[src/sv/hmlp_pkg.sv]
// shared types and constants of the linear-probing hash table
// used by the probe engine, the hash unit and the top level
package hmlp_pkg;

	localparam int DEF_CAPACITY = 1024;
	localparam int KEY_W = 32;
	localparam int VAL_W = 32;
	localparam int COUNT_W = 11;
	localparam logic [COUNT_W-1:0] MAX_ENTRIES_RST = COUNT_W'(922);
	// fibonacci hashing multiplier, taken as an unsigned 32-bit number
	localparam logic [32:0] HASH_MULT = 33'd2654435769;

	typedef enum logic [1:0] {
		OP_LOOKUP = 2'd0,
		OP_WRITE  = 2'd1,
		OP_DELETE = 2'd2,
		OP_CLEAR  = 2'd3
	} op_t;

	localparam logic [1:0] ST_OK        = 2'd0;
	localparam logic [1:0] ST_NOT_FOUND = 2'd1;
	localparam logic [1:0] ST_FULL      = 2'd2;

	typedef struct packed {
		logic                    used;
		logic                    deleted;
		logic signed [KEY_W-1:0] key;
		logic signed [VAL_W-1:0] value;
	} slot_t;

	localparam int SLOT_W = $bits(slot_t);

	typedef struct packed {
		logic signed [VAL_W-1:0] read_value;
		logic                    found;
		logic [1:0]              status;
		logic [COUNT_W-1:0]      live_count;
	} result_t;

endpackage

[src/sv/hmlp_hash.sv]
// home slot unit: upper half of the signed key times the hash multiplier,
// reduced modulo CAPACITY; uses hmlp_pkg
module hmlp_hash #(
	parameter int CAPACITY = hmlp_pkg::DEF_CAPACITY,
	localparam int IDX_W = $clog2(CAPACITY)
) (
	input  logic                             clk,
	input  logic                             arst_n,
	input  logic                             start,
	input  logic signed [hmlp_pkg::KEY_W-1:0] key,
	output logic                             done,
	output logic [IDX_W-1:0]                 home
);

	import hmlp_pkg::*;

	localparam bit POW2 = (CAPACITY & (CAPACITY - 1)) == 0;

	logic signed [65:0] prod;
	logic [31:0]        hi;

	// sign-extended key times the unsigned multiplier, bits 32 to 63
	assign prod = $signed({key[KEY_W-1], key}) * $signed(HASH_MULT);
	assign hi = prod[63:32];

	if (POW2) begin : g_pow2
		logic             done_q;
		logic [IDX_W-1:0] home_s1;

		always_ff @(posedge clk or negedge arst_n) begin
			if (!arst_n) begin
				done_q <= 1'b0;
			end else begin
				done_q <= start;
			end
		end

		always_ff @(posedge clk) begin
			if (start) begin
				home_s1 <= hi[IDX_W-1:0];
			end
		end

		assign done = done_q;
		assign home = home_s1;
	end else begin : g_recip
		// exact quotient of a 32-bit word by multiplying with a rounded-up reciprocal
		localparam int SH = 32 + IDX_W;
		localparam logic [32:0] RECIP =
			33'(((65'd1 << SH) + 65'(CAPACITY - 1)) / 65'(CAPACITY));
		localparam logic [31:0] CAP32 = 32'(CAPACITY);

		logic             valid_s1;
		logic             valid_s2;
		logic             done_q;
		logic [31:0]      hi_s1;
		logic [31:0]      hi_s2;
		logic [31:0]      quot_s2;
		logic [IDX_W-1:0] home_s3;
		logic [64:0]      qprod;
		logic [31:0]      qcap;
		logic [31:0]      rem_full;

		assign qprod    = 65'(hi_s1) * 65'(RECIP);
		assign qcap     = quot_s2 * CAP32;
		assign rem_full = hi_s2 - qcap;

		always_ff @(posedge clk or negedge arst_n) begin
			if (!arst_n) begin
				valid_s1 <= 1'b0;
				valid_s2 <= 1'b0;
				done_q   <= 1'b0;
			end else begin
				valid_s1 <= start;
				valid_s2 <= valid_s1;
				done_q   <= valid_s2;
			end
		end

		always_ff @(posedge clk) begin
			if (start) begin
				hi_s1 <= hi;
			end
			if (valid_s1) begin
				hi_s2   <= hi_s1;
				quot_s2 <= 32'(qprod >> SH);
			end
			if (valid_s2) begin
				home_s3 <= rem_full[IDX_W-1:0];
			end
		end

		assign done = done_q;
		assign home = home_s3;
	end

endmodule

[config.mk]
export PLATFORM = sky130hd
export DESIGN_NAME = hmlp_hash
export DESIGN_NICKNAME = d
export VERILOG_FILES = /design/src/sv/hmlp_pkg.sv /design/src/sv/hmlp_hash.sv
export SDC_FILE = /design/constraint.sdc
export NUM_CORES = 1
export LEC_CHECK = 0
export ABC_CLOCK_PERIOD_IN_PS = 800
export BUFFER_PORTS_ARGS = -buffer_cell sky130_fd_sc_hd__buf_2
export CORE_MARGIN = 2
export CORE_UTILIZATION = 60
export DETAILED_ROUTE_END_ITERATION = 16
export PLACE_DENSITY = 0.81
export RECOVER_POWER = 50
export SYNTH_ARGS = -nofsm -noshare
export SYNTH_HDL_FRONTEND = slang
export SYNTH_SLANG_ARGS = --single-unit
[constraint.sdc]
create_clock -name clk -period 0.8 [get_ports clk]
set_input_delay 0.04 -clock clk [delete_from_list [all_inputs] [get_ports clk]]
set_output_delay 0.04 -clock clk [all_outputs]
set_load 0.1 [all_outputs]
Word-level counts from Yosys, hierarchy flattened. Index checks and enable logic that the tools add are counted.

Register bits: 11. Input port bits: 35. Output and inout port bits: 11. Word-level logic and storage cells: 3.

Multiply operators: 1.

Operators with widths (number): multiplier 32 x 33 -> 42 bit, second input constant (1).

Logic depth before layout (Yosys ltp).
Depth in word-level cells: 1. Gate-level depth with buffers: 24. Gate-level depth less buffers: 24.

Worst setup path after synthesis. OpenSTA, ideal clock, no wires.

Path kind: input-to-reg. Start: in key[14] (netlist name). End: reg g_pow2.home_s1[6], in the netlist home[6], data pin. Setup time: 0.258 ns. Arrival time: 6.066 ns. Setup slack: -5.524 ns. Stages: 22. Path buffers: 0. Cells stage by stage: fa_1 inv_1 fa_1 inv_1 fa_1 inv_1 fa_1 inv_1 fa_1 fa_1 fa_1 inv_1 fa_1 inv_1 ha_1 nand3_2 or3_1 or3_1 or3_4 nand4_1 a31oi_1 xnor2_1.

Longest elaborated chain between the ends: 1.

RTL lines: from (decl) (RTL line hmlp_hash.sv:10) `input logic signed [hmlp_pkg::KEY_W-1:0] key,`; multiplier 32 x 33 -> 42 bit (RTL line hmlp_hash.sv:23) `assign prod = $signed({key[KEY_W-1], key}) * $signed(HASH_MULT);`; named net prod[38] (RTL line hmlp_hash.sv:19) `logic signed [65:0] prod;`; to (signal assigned) (RTL line hmlp_hash.sv:40) `home_s1 <= hi[IDX_W-1:0];`; to (decl) (RTL line hmlp_hash.sv:28) `logic [IDX_W-1:0] home_s1;`.

The timed path passes the listed nets, and every way through them passes these cells. A chain may end at the register's enable or synchronous reset.

Worst setup path in the final report.
Start: in key[11] (netlist name). End: reg g_pow2.home_s1[6], in the netlist home[6], data pin.

The elaborated chain is that of the path after synthesis.

==> run summary <==
Status: finished, violations left
Failing checks: setup timing
Mapped Nets: 1824
Largest family of logic cells by synthesized area: adder cells
Multiplexer area fraction after synthesis: 0.002356
Initial Util: 0.6083
Rows: 53
Synthesized instance count: 1226
DRC: 0
FFs w/ async S/R, synth: 0.09091
Wire per inst: 21.48 um
Pre-CTS WS: -5.814 ns
Crit path launch type: input pin
Grt total ovfl: 0
Crit-path max cell delay: 0.59 ns
Worst setup path start: key[11]
Most common cell after layout, fill and taps aside: inv_1
Max Slew Vio Count: 0
Mapped Area: 12750 um2
Required @ worst endpoint: 0.79 ns
Worst-path clk slew: 0.05 ns
Post-synth EDFFs: 10
Core area: 20960 um2
Layout cells sized above 1: 0.2739
Clock sink count: 11
Relative slew slack: 0.5469
Vias in the first global route: 11.20k
CTS tree: done
WL final: 39150 um
Clock root cell: clkbuf_16
Max-cap viol count: 0
Synth Flop Type: edfxtp_1
Die Ht: 149.8 um
Worst-margin pin slew: 0.6749 ns
Max H-tree Level: 1
HP Class: input pin to async pin
Initial antenna violation count: 0
Area Overhead vs Synth: 27.18%
HPWL after DPL: 34840 um
Crit Path Max Fanout: 3
Worst path top cell family by delay: adder cells
Post-Synth XOR/XNOR Area: 0.02268
YS warnings: 0
Min Tclk post-route: 6.386 ns
Drt via density: 5.292
Crit Path Category: input pin to register
Num ports: 46
Simple-gate share of the synthesized area: 0.02680
TNS Setup: -55.30 ns
DR vias: 9648
Crit-path cells: buf_8, fa_2, fa_1, inv_2, fa_1, inv_2, fa_1, inv_2, fa_1, inv_1, fa_2, fa_2, inv_2, fa_1, inv_2, ha_4, buf_6, a21o_1, nand2b_1, o221ai_1, nor2b_1, nand4_1, a31oi_1, xnor2_1
Slowest cell on the critical path: fa_2
Fin nets: 2147
Final WS setup: -5.586 ns
Buf/Inv on CP: 8
Global-route wire length before repair: 61260 um
Syn avg cell area: 10.40 um2
Seq/Total Area, Yosys: 0.02552
Crit path capture: home[6]
Final hold vios: 0
Fmax: 156.6 MHz
Gpl congestion: 0.9993
CP arrival: 6.37 ns
Initial drt markers: 610
RSZ-0062 raised after global routing: yes
Adder-cell share of the synthesized area: 0.7453
Compound-cell area share of the yosys netlist: 0.03691
Synth cell types: 44
Flops & latches, synth: 11
Final Setup Violations: 21
Die width: 149.8 um
IO buf count: 45
Final antenna-violating net count: 0
Final Cycle Share: 7.983
Clock Tree Buf Depth: 2
Highest-count cells in the layout ignoring fill and taps: 451 x inv_1, 305 x fa_1, 265 x buf_4, 217 x ha_1
Die area: 22430 um2
Antenna Cells: 0
Largest net degree at the start of global routing: 12
CP endpoint kind: register
Gr usage total: 0.3732
TritonCTS Buffers: 3
Initial DRT Pass Iterations: 5
Number of stages on the worst setup path: 24
## routing by layer
metal / part of all wire / global-route usage
met5: 0 / 0
met4: 0.071 / 0.2014
met3: 0.060 / 0.04909
met2: 0.48 / 0.6323
met1: 0.38 / 0.4677
## cell families after synthesis
group	after synthesis
adder cells (fa/ha/maj)	563
buffers and inverters	477
AO/OA/AOI/OAI	72
AND/OR/NAND/NOR	67
XOR/XNOR	33
flip-flops	11
multiplexers	3
## final cells by class
type,instances,area (um2)
multi-input cells,738,11120
fillers,1379,4745
inverters,477,1790
clock buffers,4,78.83
repair buffers,318,2546
well taps,275,344.1
flip-flops and latches,11,326.6
## Yosys cell counts (2+ instances only)
master	number	area, um2
and3_1	2	12.51
a21oi_1	20	100.1
nor2_1	19	71.32
o21ai_0	13	65.06
or2_2	6	37.54
o21a_1	4	30.03
nor3_1	6	30.03
o211ai_1	2	15.01
edfxtp_1	10	300.3
nand2_1	11	41.29
a21o_1	9	67.56
inv_1	477	1790
a31oi_1	4	25.02
or3_1	2	12.51
ha_1	236	2953
o221ai_1	2	17.52
nand3_1	5	25.02
mux2i_1	3	30.03
xor2_1	6	52.55
a211oi_1	3	22.52
nand4_1	5	31.28
fa_1	327	6546
nor2b_1	6	37.54
o21bai_1	2	15.01
xnor2_1	27	236.5
## worst min-delay path by stage
stage | start | endpoint | slack [ns] | cells past startpoint
detailed placement | arst_n | done | -0.18 | 1
global route | arst_n | done | 0.14 | 2
CTS | start | done | 0.08 | 1
floorplan | arst_n | done | -0.26 | 0
finish | arst_n | done | 0.15 | 2
global placement | arst_n | done | -0.18 | 1
## what timing repair did
item,CTS,global route
hold endpoints to repair,1,0
pin swaps,41,36
setup endpoints to repair,21,21
setup buffers,17,4
hold buffers,1,0
gates resized for setup,78,52
## stage by stage
| stage | std cells | util | instance area [um2] | hold slack (ns) |
|---|---|---|---|---|
| floorplan | 1226 | - | 12820 | -0.2556 |
| global placement | 1799 | 0.7376 | 15460 | -0.1850 |
| detailed placement | 1799 | 0.7376 | 15460 | -0.1835 |
| CTS | 1820 | 0.7633 | 15990 | 0.07545 |
| global route | 1823 | 0.7736 | 16210 | 0.1385 |
| finish | 1823 | 0.7736 | 16210 | 0.1516 |
## registers in the layout, summed over array words and instances (netlist names)
signal,flops
home,10
done,1
Power is left out: the tool's default activity adds up to more than one toggle a clock period on the data nets, which glitch-free logic cannot reach.
