File: config.mk
export PLATFORM = sky130hd
export DESIGN_NAME = hmlp_ram
export DESIGN_NICKNAME = d
export VERILOG_FILES = /design/src/sv/hmlp_ram.sv
export SDC_FILE = /design/constraint.sdc
export NUM_CORES = 1
export LEC_CHECK = 0
export BUFFER_PORTS_ARGS = -buffer_cell sky130_fd_sc_hd__buf_2
export CORE_UTILIZATION = 25
export CTS_BUF_LIST = sky130_fd_sc_hd__clkbuf_16
export CTS_CLUSTER_DIAMETER = 60
export CTS_CLUSTER_SIZE = 30
export DETAILED_ROUTE_END_ITERATION = 10
export GPL_ROUTABILITY_DRIVEN = 0
export HOLD_SLACK_MARGIN = 0.05
export PLACE_DENSITY = 0.43
export SLEW_MARGIN = 20
export SYNTH_ARGS = -nofsm -noshare
export SYNTH_HDL_FRONTEND = slang
export SYNTH_SLANG_ARGS = --single-unit
File: constraint.sdc
create_clock -name clk -period 2.44 [get_ports clk]
set_input_delay 0.366 -clock clk [delete_from_list [all_inputs] [get_ports clk]]
set_output_delay 0.366 -clock clk [all_outputs]
set_load 0.01 [all_outputs]
File: src/sv/hmlp_ram.sv
// generic single-port-write, single-port-read ram with registered read data
// no dependencies
module hmlp_ram #(
	parameter int WIDTH = 8,
	parameter int DEPTH = 16,
	localparam int AW = (DEPTH > 1) ? $clog2(DEPTH) : 1
) (
	input  logic             clk,
	input  logic             we,
	input  logic [AW-1:0]    waddr,
	input  logic [WIDTH-1:0] wdata,
	input  logic             re,
	input  logic [AW-1:0]    raddr,
	output logic [WIDTH-1:0] rdata
);

	logic [WIDTH-1:0] mem [DEPTH];

	always_ff @(posedge clk) begin
		if (we) begin
			mem[waddr] <= wdata;
		end
		if (re) begin
			rdata <= mem[raddr];
		end
	end

endmodule

Word level (Yosys, flattened, before mapping)
Memory sizes are Yosys's and may differ from the RTL's. A register that Yosys moved wholly into a read port is not among the register bits.
Index checks and enable logic that the tools add are counted.
{"block": "word_totals", "mem_bits_rw": 128, "reg_bits": 0, "word_cells": 3, "mem_count": 1}
{"block": "classes", "mux": 2}
{"memory": "mem", "depth": 16, "width": 8, "read_ports": 1, "rd_clocked_by_memory_dff": 1, "write_ports": 1, "line": "17", "text": "logic [WIDTH-1:0] mem [DEPTH];"}
{"cell": "1-bit two-way mux", "count": 2}

Depth between registers and ports, before layout
Gate-level depths: netlist of the first run.
{"block": "logic_depth", "depth_word": 2, "mapped_depth": 5, "depth_no_buf": 3}

Worst setup path after synthesis of the first run
Ideal clock, no wire load.
{"block": "synth_path", "path_kind": "in2reg", "from": "input port waddr[2]", "to": "memory mem[0][0] (enable)", "slack_ps": 581, "cell_stages": 2, "t_arrival_ps": 1476, "setup_ps": 383, "path_buffers": 0, "required_time_ps": 2057, "path_cell_list": "or3b_2 -> nor3_1"}
{"element": "start: declaration", "line": "10", "text": "input logic [AW-1:0] waddr,"}
{"element": "end: declaration", "line": "17"}
Straight into the memory's write port.

==> out/results.txt, run 1 <==
reg2reg start: mem[2][0]
initial core utilization: 0.257
drt first pass iters: 4
hold_buf cts: 0
Hold Crit Start: wdata[2]
Worst-Margin Slew: 0.501 ns
ANT cells: 0
FF+latch count, synth: 136
routed wl met3: 654 um
crit path capture type: flop
syn nets: 248
# H-tree levels: 4
Yosys warning total: 0
total power: 5.09 mW
reg2reg end: rdata[0]
root buffer cell: clkbuf_16
worst path arrival time: 1.85 ns
drt via density: 4.37
placed inst area: 5800 um2
maximum vdd drop: 0.490 mV
CP Class: input port to flop
worst-path fanout max: 32
post-DR wirelength/cell: 20.2 um
Peak Freq: 0.587 GHz
share of total power in sequential cells: 0.521
worst hold path class: input port to flop
CTS buffer count: 17
Hold Fails Final Rpt: 0
setup_tns: 0 ns
PD cells: 808 nW/um2
CP max stage cell: mux4_1
part of the cycle the worst path needs: 0.699
Register-to-Register Path Depth: 3
post-DP HPWL: 7.35 mm
Mapped Cells: 229
clock tree buffer depth: 2
WL met2: 5.05 mm
Vias: 2,469
Placement Setup Slack: 0.309 ns
Req. time, crit path: 2.58 ns
setup slack, reg-to-reg: 0.83 ns
Core ar.: 20,400 um2
post-CTS sizing: 0
Final setup viols: 0
Row Count: 52
final WL: 11.4 mm
outcome: complete, no violations
setup slack after layout: 0.736 ns
clock power share: 0.429
M1 WL: 5.61 mm
later-pin clock latency in the skew report: 0.40 ns
total congestion overflow: 0
remaining routing DRC violations: 0
minimum clock period: 1.70 ns
fin area: 6290 um2
Max stage delay on crit path: 0.60 ns
Final ANT Viol Nets: 0
die area: 21,500 um2
Hold Path End: mem[5][2]
GRT Total Usage: 0.116
leakage: 2.09 nW
register area share after synthesis: 0.781
Ports: 27
layout net count: 305
largest net degree at the start of global routing: 33
Synth Area per Inst: 22.8 um2
area grow syn2layout: 20.4%
share of layout cells above drive strength 1: 0.295
sw frac: 0.198
uppermost layer routed: met4
Layout Cells excl Fill: 565
synthesized area: 5230 um2
RSZ-0062 raised after global routing: no
register clock-pin slew on the reported worst setup and hold paths: 0.05 ns
Die Width: 147 um
Max Slew Vio Count: 0
commonest non-fill, non-tap cells in the layout: 136 x edfxtp_1, 26 x buf_2, 20 x buf_4, 18 x mux4_2, 17 x clkbuf_16
most common cell after layout, fill and taps aside: edfxtp_1
placed insts: 537
CTS Sinks: 136
vias in the first global route: 2,597
Int Power: 4.08 mW
max_slew headroom: 0.666
hold path depth: 1
part of the power in combinational logic: 0.050
starting DRC count in detailed routing: 255
count of input and output buffers: 26
Clock Skew: 0.00576 ns
max-cap viol count: 0
Post CTS Setup Buffer Count: 0
initial antenna violation count: 0
Die Y-Extent: 147 um
synth unique cells: 18
P_sw: 1.01 mW
first-pass GRT wire length: 17.1 mm
CTS tree: yes
CP cell instances: buf_2, buf_12, mux4_1, a22oi_1, nand2_1
CP Launch Type: input port
## routing by layer
layer / vias up / track usage
li1: 1093 / -
met1: 1297 / 0.170
met2: 71 / 0.160
met3: 8 / 0.0341
met4: 0 / 0.0406
met5: - / 0
## logic make-up (layout without fill, tap and decap cells)
logic type | count (synthesis) | count (layout) | synth area share
AOI/OAI and AO/OA | 16 | 16 | 0.0230
buffers and inverters | 10 | 76 | 0.0165
and+or+nand+nor | 35 | 35 | 0.0314
DFF | 136 | 136 | 0.781
muxes | 32 | 32 | 0.148
## layout make-up
class | instances | area, um2
repair buffers | 48 | 320
clock inverters | 11 | 70.1
flip-flops and latches | 136 | 4080
well taps | 270 | 338
clock buffers | 17 | 425
fillers | 1952 | 14100
multi-input cells | 83 | 1060
## registers in the layout (all words and copies together), names as in the netlist
name / flops
rdata: 8
mem: 128
## how the worst max path moves through the flow
stage / startpoint / slack, ns / cells past startpoint / end
floorplan: waddr[2] / 0.58 / 2 / mem[0][0]
global placement: raddr[0] / 0.36 / 5 / rdata[0]
detailed placement: raddr[0] / 0.31 / 5 / rdata[0]
CTS: raddr[0] / 0.75 / 5 / rdata[0]
global route: raddr[0] / 0.71 / 5 / rdata[0]
finish: raddr[0] / 0.74 / 5 / rdata[0]
## cells in the mapped netlist, drive strengths merged
| library cell | n | share of area |
|---|---|---|
| nand3b | 2 | 0.0029 |
| mux4 | 32 | 0.15 |
| nand3 | 1 | 0.00096 |
| and2b | 1 | 0.0014 |
| or3b | 1 | 0.0017 |
| edfxtp | 136 | 0.78 |
| nand2 | 9 | 0.0065 |
| a22oi | 16 | 0.023 |
| nor2 | 13 | 0.0093 |
| buf | 7 | 0.011 |
| nor2b | 1 | 0.0012 |
| nand2b | 2 | 0.0024 |
| and2 | 1 | 0.0012 |
| nor3 | 4 | 0.0038 |
| clkdlybuf4s25 | 3 | 0.0057 |
## critical path, delay by kind of cell
kind,cells,cell delay [ns]
and+or+nand+nor,1,0.11
AOI/OAI and AO/OA,1,0.39
buffers and inverters,2,0.37
muxes,1,0.60
## power groups by stage
stage	Combinational, mW	Sequential, mW	Clock, mW
2_1_floorplan	0.133	2.70	0
3_3_place_gp	0.258	2.70	0
3_5_place_dp	0.262	2.70	0
4_1_cts	0.262	2.65	2.24
5_1_grt	0.279	2.65	2.34
6_report	0.255	2.65	2.18
## through the flow
stage               utilization  hold slack, ns
floorplan                     -           0.465
global placement          0.285           0.738
detailed placement        0.285           0.744
CTS                       0.309           0.336
global route              0.309           0.338
finish                    0.309           0.354
No activity file was read; power rests on OpenSTA's default activity.
==> run 2, diff against run 1 <==
Settings changed: PLACE_DENSITY 0.43 to 0.45.
Clock period 2.44 ns to 1.5 ns, I/O delays scaled along.
==> out/results.txt, run 2 (synthesis results as in run 1) <==
later-pin clock latency in the skew report: 0.41 ns
layout net count: 316
part of the cycle the worst path needs: 0.990
first-pass GRT wire length: 18.0 mm
total power: 9.06 mW
max_slew headroom: 0.439
max-cap viol count: 0
Clock Skew: 0.00609 ns
most common cell after layout, fill and taps aside: edfxtp_1
outcome: complete, no violations
GRT Total Usage: 0.121
Core ar.: 20,400 um2
CP Class: flop to flop
maximum vdd drop: 0.776 mV
register clock-pin slew on the reported worst setup and hold paths: 0.06 ns
number of flip-flops in the largest register: 128
setup_tns: 0 ns
remaining routing DRC violations: 0
Hold Fails Final Rpt: 0
ANT cells: 0
commonest non-fill, non-tap cells in the layout: 136 x edfxtp_1, 27 x buf_4, 26 x buf_2, 21 x mux4_2, 17 x clkbuf_16
vias in the first global route: 2,739
Die Width: 147 um
total congestion overflow: 0
Largest Register: mem
CTS Sinks: 136
minimum clock period: 1.48 ns
Die Y-Extent: 147 um
Worst-Margin Slew: 0.838 ns
post-DP HPWL: 8.06 mm
CP max stage cell: mux4_2
Max stage delay on crit path: 0.52 ns
PD cells: 1380 nW/um2
CP cell instances: mux4_2, a22oi_2, buf_4, nand2_2
post-DR wirelength/cell: 20.9 um
root buffer cell: clkbuf_16
final WL: 12.1 mm
initial antenna violation count: 0
# H-tree levels: 4
leakage: 2.18 nW
Final ANT Viol Nets: 0
CTS buffer count: 17
clock tree buffer depth: 2
Row Count: 52
CTS tree: yes
Final setup viols: 0
Peak Freq: 0.674 GHz
Largest regs: mem (128), rdata (8)
largest net degree at the start of global routing: 22
Vias: 2,544
worst path arrival time: 1.64 ns
Ports: 27
CP Launch Type: flop
drt first pass iters: 4
starting DRC count in detailed routing: 184
count of input and output buffers: 26
area grow syn2layout: 25.1%
die area: 21,500 um2
RSZ-0062 raised after global routing: yes
share of layout cells above drive strength 1: 0.366
Max Slew Vio Count: 0
drt via density: 4.39
Req. time, crit path: 1.66 ns
crit path capture type: flop
worst-path fanout max: 1
worst hold path class: input port to flop
initial core utilization: 0.257
final core utilization: 0.321
[run 2: critical path, delay by kind of cell (launching register included)]
kind | cells | cell delay [ns]
flip-flops | 1 | 0.36
AO/OA/AOI/OAI | 1 | 0.16
multiplexers | 1 | 0.52
buffers and inverters | 1 | 0.14
AND/OR/NAND/NOR | 1 | 0.05
[run 2: where the power goes]
| part | switching (mW) | leakage, nW | internal [mW] |
|---|---|---|---|
| sequential | 0.0271 | 1.24 | 4.28 |
| clock | 1.53 | 0.286 | 2.75 |
| combinational | 0.259 | 0.658 | 0.201 |
| total | 1.82 | 2.18 | 7.24 |
[run 2: layout make-up]
| cell class | count | area (um2) |
|---|---|---|
| clock buffer | 17 | 425 |
| clock inverter | 14 | 181 |
| fill | 1948 | 13800 |
| multi-input combinational | 83 | 1060 |
| sequential | 136 | 4080 |
| tap | 270 | 338 |
| timing repair buffer | 59 | 453 |
[run 2: what timing repair did]
action / 4_1_cts / 5_1_grt
buffers inserted: 0 / 0
resized for setup: 3 / 2
hold buffers: 0 / 0
setup endpoints to repair: 2 / 5
hold endpoints to repair: 0 / 0
gates cloned: 0 / 0
pin swaps: 1 / 0
[run 2: layer usage]
layer / track usage / part of all wire / up-vias
met4: 0.0344 / 0.0072 / 0
li1: - / - / 1114
met1: 0.166 / 0.47 / 1349
met5: 0 / 0 / -
met3: 0.0381 / 0.062 / 8
met2: 0.184 / 0.47 / 73
[run 2: stage by stage]
stage / hold slack (ns) / worst slack (ns) / instances / cell area [um2]
after global routing: 0.199 / -0.0566 / 579 / 6540
final: 0.207 / 0.0157 / 579 / 6540
after global placement: 0.632 / -0.405 / 548 / 5940
after CTS: 0.198 / -0.0146 / 579 / 6550
after floorplan: 0.324 / -0.000964 / 229 / 5240
after detailed placement: 0.638 / -0.388 / 548 / 5940
[run 2: worst paths after layout]
kind	from	to	slack (ns)	depth (start not counted)
worst max-delay path	mem[7][4]	rdata[4]	0.02	4
worst min register to register	mem[15][0]	rdata[0]	0.75	3
worst min-delay path	wdata[0]	mem[4][0]	0.21	1
worst max register to register	mem[7][4]	rdata[4]	0.02	4
==> run 3, diff against run 2 <==
Settings changed: PLACE_DENSITY 0.45 to 0.48, SLEW_MARGIN 20 to default.
==> out/results.txt, run 3 (synthesis results as in run 1) <==
worst hold path class: input port to flop
remaining routing DRC violations: 0
Register-to-Register Path Depth: 3
setup_tns: 0 ns
die area: 21,500 um2
number of flip-flops in the largest register: 128
hold path depth: 1
area grow syn2layout: 26.6%
CP cell instances: mux4_2, a22oi_2, nand2_1
Hold Path End: mem[3][6]
most common cell after layout, fill and taps aside: edfxtp_1
reg2reg start: mem[3][0]
first-pass GRT wire length: 16.7 mm
Max Slew Vio Count: 0
max-cap viol count: 0
Hold Crit Start: wdata[6]
reg2reg end: rdata[0]
CP Launch Type: flop
Final setup viols: 0
max_slew headroom: 0.417
outcome: complete, no violations
Die Width: 147 um
CTS tree: yes
PD cells: 1440 nW/um2
leakage: 2.20 nW
CTS Sinks: 136
Die Y-Extent: 147 um
Row Count: 52
crit path capture type: flop
Largest regs: mem (128), rdata (8)
post-DR wirelength/cell: 19.2 um
drt via density: 4.27
setup slack after layout: 0.0577 ns
vias in the first global route: 2,593
worst-path fanout max: 1
Post CTS Setup Buffer Count: 0
final core utilization: 0.325
register clock-pin slew on the reported worst setup and hold paths: 0.06 ns
CTS buffer count: 17
Vias: 2,460
Largest Register: mem
RSZ-0062 raised after global routing: no
Core ar.: 20,400 um2
maximum vdd drop: 0.951 mV
# H-tree levels: 4
share of layout cells above drive strength 1: 0.376
part of the cycle the worst path needs: 0.962
commonest non-fill, non-tap cells in the layout: 136 x edfxtp_1, 26 x buf_2, 24 x buf_4, 21 x mux4_2, 17 x clkbuf_16
Req. time, crit path: 1.66 ns
initial core utilization: 0.257
later-pin clock latency in the skew report: 0.41 ns
worst path arrival time: 1.60 ns
drt first pass iters: 4
Hold Worst Slack: 0.196 ns
CP Class: flop to flop
Final ANT Viol Nets: 0
initial antenna violation count: 0
layout net count: 313
Max stage delay on crit path: 0.50 ns
CP max stage cell: mux4_2
Hold Fails Final Rpt: 0
Ports: 27
clock tree buffer depth: 2
count of input and output buffers: 26
Placement Setup Slack: -0.396 ns
largest net degree at the start of global routing: 21
Worst-Margin Slew: 0.872 ns
total congestion overflow: 0
Clock Skew: 0.00633 ns
Peak Freq: 0.693 GHz
final WL: 11.1 mm
post-DP HPWL: 7.32 mm
setup slack, reg-to-reg: 0.06 ns
root buffer cell: clkbuf_16
GRT Total Usage: 0.111
ANT cells: 0
minimum clock period: 1.44 ns
starting DRC count in detailed routing: 198
==> run 3: cell types whose count changed in the layout (fill, tap and decap cells not counted), sizes merged <==
cell / previous run / this run
buf: 59 / 56
clkinvlp: 4 / 3
inv: 1 / 0
bufinv: 4 / 7
clkinv: 5 / 4
==> run 3: worst max-delay path, delay by kind of cell, from the launching register on <==
kind	cells	cell delay (ns)
AOI/OAI and AO/OA	1	0.22
DFF	1	0.37
muxes	1	0.50
and+or+nand+nor	1	0.10
==> run 3: area by class of cell <==
type                       instances  area (um2)
timing repair buffer              56         430
multi-input combinational         83        1090
tap                              270         338
clock inverter                    14         254
sequential                       136        4080
fill                            1929       13700
clock buffer                      17         425
==> run 3: repair_timing <==
| item | CTS | global route |
|---|---|---|
| gates resized for setup | 5 | 5 |
| hold buffers | 0 | 0 |
| pin swaps | 1 | 4 |
| endpoints found under the setup margin | 4 | 7 |
==> run 3: stage by stage <==
stage	total power [mW]	instances	instance area [um2]
after global placement	4.83	545	5910
after detailed placement	4.84	545	5910
after floorplan	4.61	229	5240
after global routing	9.80	576	6620
after CTS	9.61	576	6610
final	9.54	576	6620
==> run 3: how the worst max path moves through the flow <==
stage / slack [ns] / from / to / depth (start not counted)
after CTS: 0.006 / mem[3][4] / rdata[4] / 3
after floorplan: -0.001 / raddr[0] / rdata[1] / 5
after global placement: -0.42 / raddr[0] / rdata[2] / 7
after detailed placement: -0.40 / raddr[0] / rdata[2] / 7
final: 0.06 / mem[3][0] / rdata[0] / 3
after global routing: 0.004 / mem[12][7] / rdata[7] / 3
==> run 3: report_power, final <==
group	leakage, nW	internal (mW)	switching (mW)
Combinational	0.647	0.203	0.251
Sequential	1.24	4.28	0.0263
Clock	0.320	3.26	1.52
Total	2.20	7.75	1.80
==> run 3: layer usage <==
layer | vias to the layer above | global-route usage | share of wire
li1 | 1108 | - | -
met3 | 11 | 0.0338 | 0.033
met4 | 0 | 0.0344 | 0.010
met2 | 56 | 0.170 | 0.47
met5 | - | 0 | 0
met1 | 1285 | 0.151 | 0.49
