## src/sv/hmlp_pkg.sv

```systemverilog
// shared types and constants of the linear-probing hash table
// used by the probe engine, the hash unit and the top level
package hmlp_pkg;

	localparam int DEF_CAPACITY = 1024;
	localparam int KEY_W = 32;
	localparam int VAL_W = 32;
	localparam int COUNT_W = 11;
	localparam logic [COUNT_W-1:0] MAX_ENTRIES_RST = COUNT_W'(922);
	// fibonacci hashing multiplier, taken as an unsigned 32-bit number
	localparam logic [32:0] HASH_MULT = 33'd2654435769;

	typedef enum logic [1:0] {
		OP_LOOKUP = 2'd0,
		OP_WRITE  = 2'd1,
		OP_DELETE = 2'd2,
		OP_CLEAR  = 2'd3
	} op_t;

	localparam logic [1:0] ST_OK        = 2'd0;
	localparam logic [1:0] ST_NOT_FOUND = 2'd1;
	localparam logic [1:0] ST_FULL      = 2'd2;

	typedef struct packed {
		logic                    used;
		logic                    deleted;
		logic signed [KEY_W-1:0] key;
		logic signed [VAL_W-1:0] value;
	} slot_t;

	localparam int SLOT_W = $bits(slot_t);

	typedef struct packed {
		logic signed [VAL_W-1:0] read_value;
		logic                    found;
		logic [1:0]              status;
		logic [COUNT_W-1:0]      live_count;
	} result_t;

endpackage

```

## src/sv/hmlp_probe.sv

```systemverilog
// probe sequencer: clearing sweep, slot-by-slot probe through the slot ram,
// final update and result; uses hmlp_pkg
module hmlp_probe #(
	parameter int CAPACITY = hmlp_pkg::DEF_CAPACITY,
	localparam int IDX_W = $clog2(CAPACITY)
) (
	input  logic                               clk,
	input  logic                               arst_n,
	input  logic                               accept,
	input  hmlp_pkg::op_t                      op,
	input  logic signed [hmlp_pkg::KEY_W-1:0]  key,
	input  logic signed [hmlp_pkg::VAL_W-1:0]  value,
	input  logic [hmlp_pkg::COUNT_W-1:0]       max_entries,
	input  logic                               hash_done,
	input  logic [IDX_W-1:0]                   home,
	output logic                               idle,
	output logic                               res_valid,
	input  logic                               res_take,
	output hmlp_pkg::result_t                  res,
	output logic                               ram_we,
	output logic [IDX_W-1:0]                   ram_waddr,
	output logic [hmlp_pkg::SLOT_W-1:0]        ram_wdata,
	output logic                               ram_re,
	output logic [IDX_W-1:0]                   ram_raddr,
	input  logic [hmlp_pkg::SLOT_W-1:0]        ram_rdata
);

	import hmlp_pkg::*;

	localparam logic [IDX_W-1:0] LAST = IDX_W'(CAPACITY - 1);

	typedef enum logic [2:0] {
		S_CLEAR,
		S_IDLE,
		S_HASH,
		S_READ,
		S_EVAL,
		S_DONE
	} state_t;

	state_t                  state_q;
	op_t                     op_q;
	logic signed [KEY_W-1:0] key_q;
	logic signed [VAL_W-1:0] value_q;
	logic [IDX_W-1:0]        idx_q;
	logic [IDX_W-1:0]        i_q;
	logic [IDX_W-1:0]        clr_idx_q;
	logic                    clr_resp_q;
	logic                    have_tomb_q;
	logic [IDX_W-1:0]        tomb_idx_q;
	logic [COUNT_W-1:0]      count_q;
	result_t                 res_q;

	slot_t              slot;
	logic               is_empty;
	logic               is_tomb;
	logic               is_hit;
	logic               stop;
	logic               tomb_any;
	logic [IDX_W-1:0]   tomb_at;
	slot_t              wslot;
	logic [COUNT_W-1:0] count_nxt;
	result_t            res_nxt;

	assign slot     = slot_t'(ram_rdata);
	assign is_empty = !slot.used;
	assign is_tomb  = slot.used && slot.deleted;
	assign is_hit   = slot.used && !slot.deleted && (slot.key == key_q);
	// a full lap without a match or an empty slot also ends the probe
	assign stop     = is_empty || is_hit || (i_q == LAST);
	assign tomb_any = have_tomb_q || is_tomb;
	assign tomb_at  = have_tomb_q ? tomb_idx_q : idx_q;

	always_comb begin
		ram_we    = 1'b0;
		ram_waddr = clr_idx_q;
		wslot     = '0;
		count_nxt = count_q;
		res_nxt   = '{read_value: '0, found: 1'b0, status: ST_OK, live_count: count_q};
		unique case (state_q)
			S_CLEAR: begin
				ram_we = 1'b1;
			end
			S_EVAL: begin
				if (stop) begin
					unique case (op_q)
						OP_LOOKUP: begin
							if (is_hit) begin
								res_nxt.found      = 1'b1;
								res_nxt.read_value = slot.value;
							end
						end
						OP_WRITE: begin
							wslot = '{used: 1'b1, deleted: 1'b0, key: key_q, value: value_q};
							if (is_hit) begin
								ram_we        = 1'b1;
								ram_waddr     = idx_q;
								res_nxt.found = 1'b1;
							end else if (count_q >= max_entries) begin
								res_nxt.status = ST_FULL;
							end else if (tomb_any || is_empty) begin
								// reuse the first deleted slot passed, else the empty one
								ram_we    = 1'b1;
								ram_waddr = tomb_any ? tomb_at : idx_q;
								count_nxt = count_q + COUNT_W'(1);
							end else begin
								res_nxt.status = ST_FULL;
							end
						end
						OP_DELETE: begin
							wslot = '{used: 1'b1, deleted: 1'b1, key: slot.key, value: slot.value};
							if (is_hit) begin
								ram_we        = 1'b1;
								ram_waddr     = idx_q;
								res_nxt.found = 1'b1;
								if (count_q != '0) begin
									count_nxt = count_q - COUNT_W'(1);
								end
							end else begin
								res_nxt.status = ST_NOT_FOUND;
							end
						end
						OP_CLEAR: begin
						end
					endcase
					res_nxt.live_count = count_nxt;
				end
			end
			default: begin
			end
		endcase
	end

	assign ram_wdata = wslot;
	assign ram_re    = (state_q == S_READ);
	assign ram_raddr = idx_q;
	assign idle      = (state_q == S_IDLE);
	assign res_valid = (state_q == S_DONE);
	assign res       = res_q;

	always_ff @(posedge clk or negedge arst_n) begin
		if (!arst_n) begin
			state_q     <= S_CLEAR;
			op_q        <= OP_LOOKUP;
			key_q       <= '0;
			value_q     <= '0;
			idx_q       <= '0;
			i_q         <= '0;
			clr_idx_q   <= '0;
			clr_resp_q  <= 1'b0;
			have_tomb_q <= 1'b0;
			tomb_idx_q  <= '0;
			count_q     <= '0;
			res_q       <= '0;
		end else begin
			unique case (state_q)
				S_CLEAR: begin
					if (clr_idx_q == LAST) begin
						clr_idx_q <= '0;
						if (clr_resp_q) begin
							res_q   <= res_nxt;
							state_q <= S_DONE;
						end else begin
							state_q <= S_IDLE;
						end
					end else begin
						clr_idx_q <= clr_idx_q + IDX_W'(1);
					end
				end
				S_IDLE: begin
					if (accept) begin
						op_q    <= op;
						key_q   <= key;
						value_q <= value;
						if (op == OP_CLEAR) begin
							count_q    <= '0;
							clr_resp_q <= 1'b1;
							state_q    <= S_CLEAR;
						end else begin
							state_q <= S_HASH;
						end
					end
				end
				S_HASH: begin
					if (hash_done) begin
						idx_q       <= home;
						i_q         <= '0;
						have_tomb_q <= 1'b0;
						state_q     <= S_READ;
					end
				end
				S_READ: begin
					state_q <= S_EVAL;
				end
				S_EVAL: begin
					if (stop) begin
						count_q <= count_nxt;
						res_q   <= res_nxt;
						state_q <= S_DONE;
					end else begin
						if (is_tomb && !have_tomb_q) begin
							have_tomb_q <= 1'b1;
							tomb_idx_q  <= idx_q;
						end
						idx_q   <= (idx_q == LAST) ? '0 : idx_q + IDX_W'(1);
						i_q     <= i_q + IDX_W'(1);
						state_q <= S_READ;
					end
				end
				S_DONE: begin
					if (res_take) begin
						state_q <= S_IDLE;
					end
				end
				default: begin
					state_q <= S_IDLE;
				end
			endcase
		end
	end

endmodule

```

## config.mk

```make
export PLATFORM = sky130hd
export DESIGN_NAME = hmlp_probe
export DESIGN_NICKNAME = d
export VERILOG_FILES = /design/src/sv/hmlp_pkg.sv /design/src/sv/hmlp_probe.sv
export SDC_FILE = /design/constraint.sdc
export NUM_CORES = 1
export LEC_CHECK = 0
export BUFFER_PORTS_ARGS = -buffer_cell sky130_fd_sc_hd__buf_2
export CAP_MARGIN = 20
export CORE_ASPECT_RATIO = 1.5
export CORE_MARGIN = 4
export CORE_UTILIZATION = 48
export DETAILED_ROUTE_END_ITERATION = 8
export HOLD_SLACK_MARGIN = 0.03
export PLACE_DENSITY_LB_ADDON = 0.15
export SYNTH_ARGS = -nofsm -noshare
export SYNTH_HDL_FRONTEND = slang
export SYNTH_SLANG_ARGS = --single-unit
```

## constraint.sdc

```tcl
create_clock -name clk -period 2.47 [get_ports clk]
set_input_delay 0.247 -clock clk [delete_from_list [all_inputs] [get_ports clk]]
set_output_delay 0.247 -clock clk [all_outputs]
set_load 0.01 [all_outputs]
```

# [Yosys cells after proc, flatten, opt, wreduce, memory -nomap -nowiden]
# Cells that the tools add are included.
[word_totals] out_inout_bits=136 ff_bits=168 word_cells=131 in_bits=158
[classes] reduce_logical=26 n_mux=62 n_lt_le_gt_ge=1 bitwise=1 eq_ne=21 addsub=5
[op_table] cell="$mux 46" n=4
[op_table] cell="$mux 10" n=14
[op_table] cell="$mux 66" n=2
[op_table] cell="$pmux 66 s2" n=1
[op_table] cell="$pmux 46 s2" n=1
[op_table] cell="$mux 11" n=8
[op_table] cell="$pmux 10 s2" n=3
[op_table] cell="$pmux 11 s2" n=2
[op_table] cell="$mux 33" n=1
[op_table] cell="$eq 32x32->1" n=1
[op_table] cell="$mux 32" n=1
[op_table] cell="$add 10x1->10 const B" n=3
[op_table] cell="$eq 10x10->1 const B" n=3
[op_table] cell="$mux 3" n=6
[op_table] cell="$pmux 3 s6" n=1
[op_table] cell="$reduce_and 4->1" n=4
[op_table] cell="$ne 2x2->1 const B" n=7
[op_table] cell="$add 11x1->11 const B" n=1
[op_table] cell="$ge 11x11->1" n=1
[op_table] cell="$reduce_bool 11->1" n=1
[op_table] cell="$sub 11x1->11 const B" n=1
[op_table] cell="$mux 1" n=9
[op_table] cell="$reduce_and 3->1" n=3
[op_table] cell="$mux 2" n=4
[op_table] cell="17 further kinds" n=34

# [Logic depth before layout (Yosys ltp)]
[logic_depth] ltp_word=11 mapped_depth=11 depth_no_buf=10

# [Least setup slack after synthesis]
# Ideal clock, no wire load.
[synth_timing] path_kind="reg2reg" start="reg count_q[4]" end="reg count_q[4]" period_less_slack_ns=2.739 path_buffers=1 slack_ns=-0.269 setup_time_ns=0.135 arrival_ns=2.604 stages_incl_launch_ff=11 required_ns=2.335 path_cell_list="dfrtp_1 -> ha_1 -> a21o_1 -> a221o_1 -> a41oi_1 -> o21ai_1 -> clkbuf_1 -> nor4_1 -> mux2_2 -> a221oi_1 -> o21ai_0"
[synth_via] elab_chain_len=7 word_cells_on_any_way=12 cone_classes="add/sub: 2; order compare: 1; mux: 8; reduce/logical: 1"
[synth_lines] item="start, declared" line_no="hmlp_probe.sv:51" text="logic [COUNT_W-1:0] count_q;"
[synth_lines] item="start signal, assigned" line_no="hmlp_probe.sv:197" text="count_q <= count_nxt;"
[synth_lines] item="$add 11x1->11" line_no="hmlp_probe.sv:105" text="count_nxt = count_q + COUNT_W'(1);"
[synth_lines] item="$mux 11" line_no="hmlp_probe.sv:101" text="end else if (tomb_any || is_empty) begin"
[synth_lines] item="$mux 11" line_no="hmlp_probe.sv:99" text="end else if (count_q >= max_entries) begin"
[synth_lines] item="$mux 11" line_no="hmlp_probe.sv:95" text="if (is_hit) begin"
[synth_lines] item="$pmux 11 s2 *" line_no="hmlp_probe.sv:86" text="unique case (op_q)"
[synth_lines] item="$mux 11 *" line_no="hmlp_probe.sv:196" text="if (stop) begin"
[synth_lines] item="$pmux 11 s2 *" line_no="hmlp_probe.sv:156" text="unique case (state_q)"
# Mark *: on every way between the ends. The rest lies on a longest branch, timed or not. The select of a mux whose other input is x is not followed.
# A chain may end at the register's enable or synchronous reset.

# [Worst setup path in the final report]
[layout_timing] start="reg count_q[6]" end="out ram_waddr[8]"
[layout_via] elab_chain_len=6
[layout_lines] item="$ge 11x11->1" line_no="hmlp_probe.sv:99"
[layout_lines] item="$mux 10" line_no="hmlp_probe.sv:99"
[layout_lines] item="$mux 10" line_no="hmlp_probe.sv:95"
[layout_lines] item="$pmux 10 s2" line_no="hmlp_probe.sv:86"
[layout_lines] item="$mux 10" line_no="hmlp_probe.sv:85" text="if (stop) begin"
[layout_lines] item="$mux 10" line_no="hmlp_probe.sv:80" text="unique case (state_q)"
[layout_lines] item="end, declared" line_no="hmlp_probe.sv:21" text="output logic [IDX_W-1:0] ram_waddr,"
# No other way between the ends.

==> results.json <==
{
  "ys_seq_area_frac": 0.428,
  "fin_total_pwr_w": 0.0151,
  "io_pins": 294,
  "rows": 63,
  "grt_pass1_vias": 11400,
  "worstSetupEndpointType": "output port",
  "cts_tree": "built",
  "drt-pass1-iter-count": 7,
  "holdPathStages": 3,
  "synth-xor-area-share": 0.0383,
  "hp-class": "input port to flip-flop",
  "rsz0062_at_grt": "yes",
  "final_hold_viol_count": 0,
  "cts-root-buf": "clkbuf_16",
  "synth-simple-area-share": 0.164,
  "synth.distinct_cells": 71,
  "drt_iter0_markers": 1013,
  "reg2reg_depth": 11,
  "status": "complete, but fails checks",
  "grt_pass1_wl_mm": 62.8,
  "grt_util_all_layers": 0.348,
  "wl_per_cell_um": 25.2,
  "drv_slew": 0,
  "worstPathArrival_ps": 3160,
  "cts_made_buffers": 17,
  "fmax_ghz": 0.293,
  "drive_gt1_frac": 0.526,
  "synth_commonest_cells": "168 x dfrtp_1, 111 x nor2_1, 85 x mux2_2",
  "path_max_fanout": 4,
  "clk_latency_ps": 460,
  "dp_cells": 1668,
  "violations": "setup timing",
  "synth_adder_area_share": 0.0267,
  "fillers": 1040,
  "syn_area_um2": 9830,
  "min_period_over_period": 1.38,
  "synth_area_leaders": "dfrtp_1 43%, mux2_2 9.7%, a22oi_1 5.0%",
  "powerDensity_nw_per_um2": 915,
  "worst_slack_ps": -939,
  "place.gp.congestion": 0.999,
  "critical_path_class": "flip-flop to output port",
  "syn_area_per_cell_um2": 9.49,
  "cts.clk_slew.worst_paths_ps": 70,
  "antenna_found_initial": 3,
  "floorplan.initialDensity": 0.493,
  "synth_most_common_cell": "dfrtp_1",
  "hold_slack_ps": 30.1,
  "crit_required_ps": 2220,
  "ir_drop_mv": 0.625,
  "synthFlopType": "dfrtp_1",
  "syn_inst": 1036,
  "max_cap_viol_count": 0,
  "synth.top_cell.area_share": 0.428,
  "clockBufferDepth": 2,
  "vias": 11600,
  "die_height_um": 183,
  "core-area_um2": 19900,
  "gr-total-overflow": 0,
  "setup_viol": 160,
  "slew_headroom": 0.562,
  "clock-sinks": 168,
  "io_buffers": 293,
  "dp_hpwl_mm": 25.2,
  "leakage_nw": 7.44,
  "die_area_um2": 22900,
  "synth-edff-count": 0,
  "grt_max_degree": 79,
  "syn_nets": 1215,
  "htree_levels": 4,
  "finalNonFillerCells": 1830,
  "routed_wirelength_mm": 46.1,
  "viasPerCell": 6.33,
  "synth_top_family_by_area": "compound AO/OA/AOI/OAI gates",
  "nNetsFinal": 1732,
  "layout_min_cycle_time_ps": 3410,
  "yosysWarnings": 0,
  "route.detailed.drc": 0,
  "async_reset_ff_frac": 1.00,
  "tightest_slew_ps": 649,
  "synth-compound-area-share": 0.196,
  "synth-seq-cells": 168,
  "setup.worst_path.start_class": "flip-flop",
  "synthMuxAreaShare": 0.103,
  "ant_nets": 0,
  "skew_ps": 27.8,
  "area_growth_pct": 68.3,
  "dieWidth_um": 125,
  "netlist.top_cell.by_area": "dfrtp_1"
}
-- cells in the final DEF (no fill, tap or decap), types with 21 or more instances in the layout --
cell and instances:
dfrtp_1 168, inv_1 28, buf_2 217, a21oi_1 28
nand3_1 21, xnor2_1 25, a22o_1 37, nand2_1 78
mux2_2 83, nor2_1 41, dlygate4sd3_1 76, nand4_1 22
buf_6 97, buf_4 156, clkbuf_16 21, nor2_4 65
a22oi_1 66
-- critical path, stage by stage, from the launching register on --
cell and delay [ps]:
dfrtp_1 410, ha_4 230, a21o_1 160, a221o_1 370, a41oi_2 190, o211ai_1 270, nand2b_4 280, clkbuf_16 180
o21ai_4 160, a21oi_2 70, o221a_2 280, buf_6 120
-- routing by layer --
metal / vias up / GRT usage / share of wire
li1: 4855 / - / -
met1: 5603 / 0.376 / 0.33
met2: 859 / 0.629 / 0.50
met3: 259 / 0.0740 / 0.093
met4: 0 / 0.204 / 0.076
met5: - / 0 / 0
-- cell families after synthesis --
kind of cell / count (synthesis)
buffers and inverters: 108
muxes: 90
adders and majority gates: 21
xor gates and xnor gates: 43
and+or+nand+nor: 332
DFF: 168
AOI/OAI and AO/OA: 274
-- where the power goes --
group          total (W)  switching [W]  internal (W)
Sequential       0.00450       0.000867       0.00363
Clock            0.00267        0.00122       0.00145
Combinational    0.00797        0.00430       0.00366
Total             0.0151        0.00639       0.00875
-- cell type report --
cell class                 count  area (um^2)  area share
antenna                        4         10.0    0.000605
inverter                      29          114     0.00688
sequential                   168         4200       0.254
multi-input combinational    760         6540       0.395
clock buffer                  20          457      0.0276
timing repair buffer         577         4780       0.289
tap                          260          325      0.0197
clock inverter                12          114     0.00688
-- stage by stage --
step | area, um^2 | setup TNS [ps] | utilization | setup WS [ps]
after CTS | 15500 | -57070 | 0.777 | -801
after detailed placement | 12800 | -36610 | 0.641 | -455
after floorplan | 10000 | -635 | - | -44.1
after global placement | 12800 | -31470 | 0.641 | -377
final | 16500 | -67070 | 0.830 | -939
after global routing | 16500 | -78510 | 0.830 | -964
-- flip-flops by register name, indices dropped and copies added, names as in the netlist --
name         cells
count_q         11
op_q             2
key_q           32
have_tomb_q      1
clr_idx_q       10
clr_resp_q       1
value_q         32
res             46
tomb_idx_q      10
ram_raddr       10
state_q          3
i_q             10
-- repair_timing --
item                                   4_1_cts  5_1_grt
hold buffers                                72        4
pin swaps                                  102       64
setup endpoints to repair                  165      165
gates cloned                                10        4
endpoints found under the hold margin      104        4
buffers inserted                            37       22
resized for setup                          241      192
-- final timing paths --
kind	startpoint	to	slack (ps)
setup reg to reg	key_q[31]	res[7]	-350
max in group asynchronous	arst_n	res[15]	1480
hold / removal	home[9]	ram_raddr[9]	30
min in group asynchronous	arst_n	count_q[5]	280
setup / recovery	count_q[6]	ram_waddr[8]	-940
hold reg to reg	clr_resp_q	clr_resp_q	500
(Power assumes the default switching activity.)
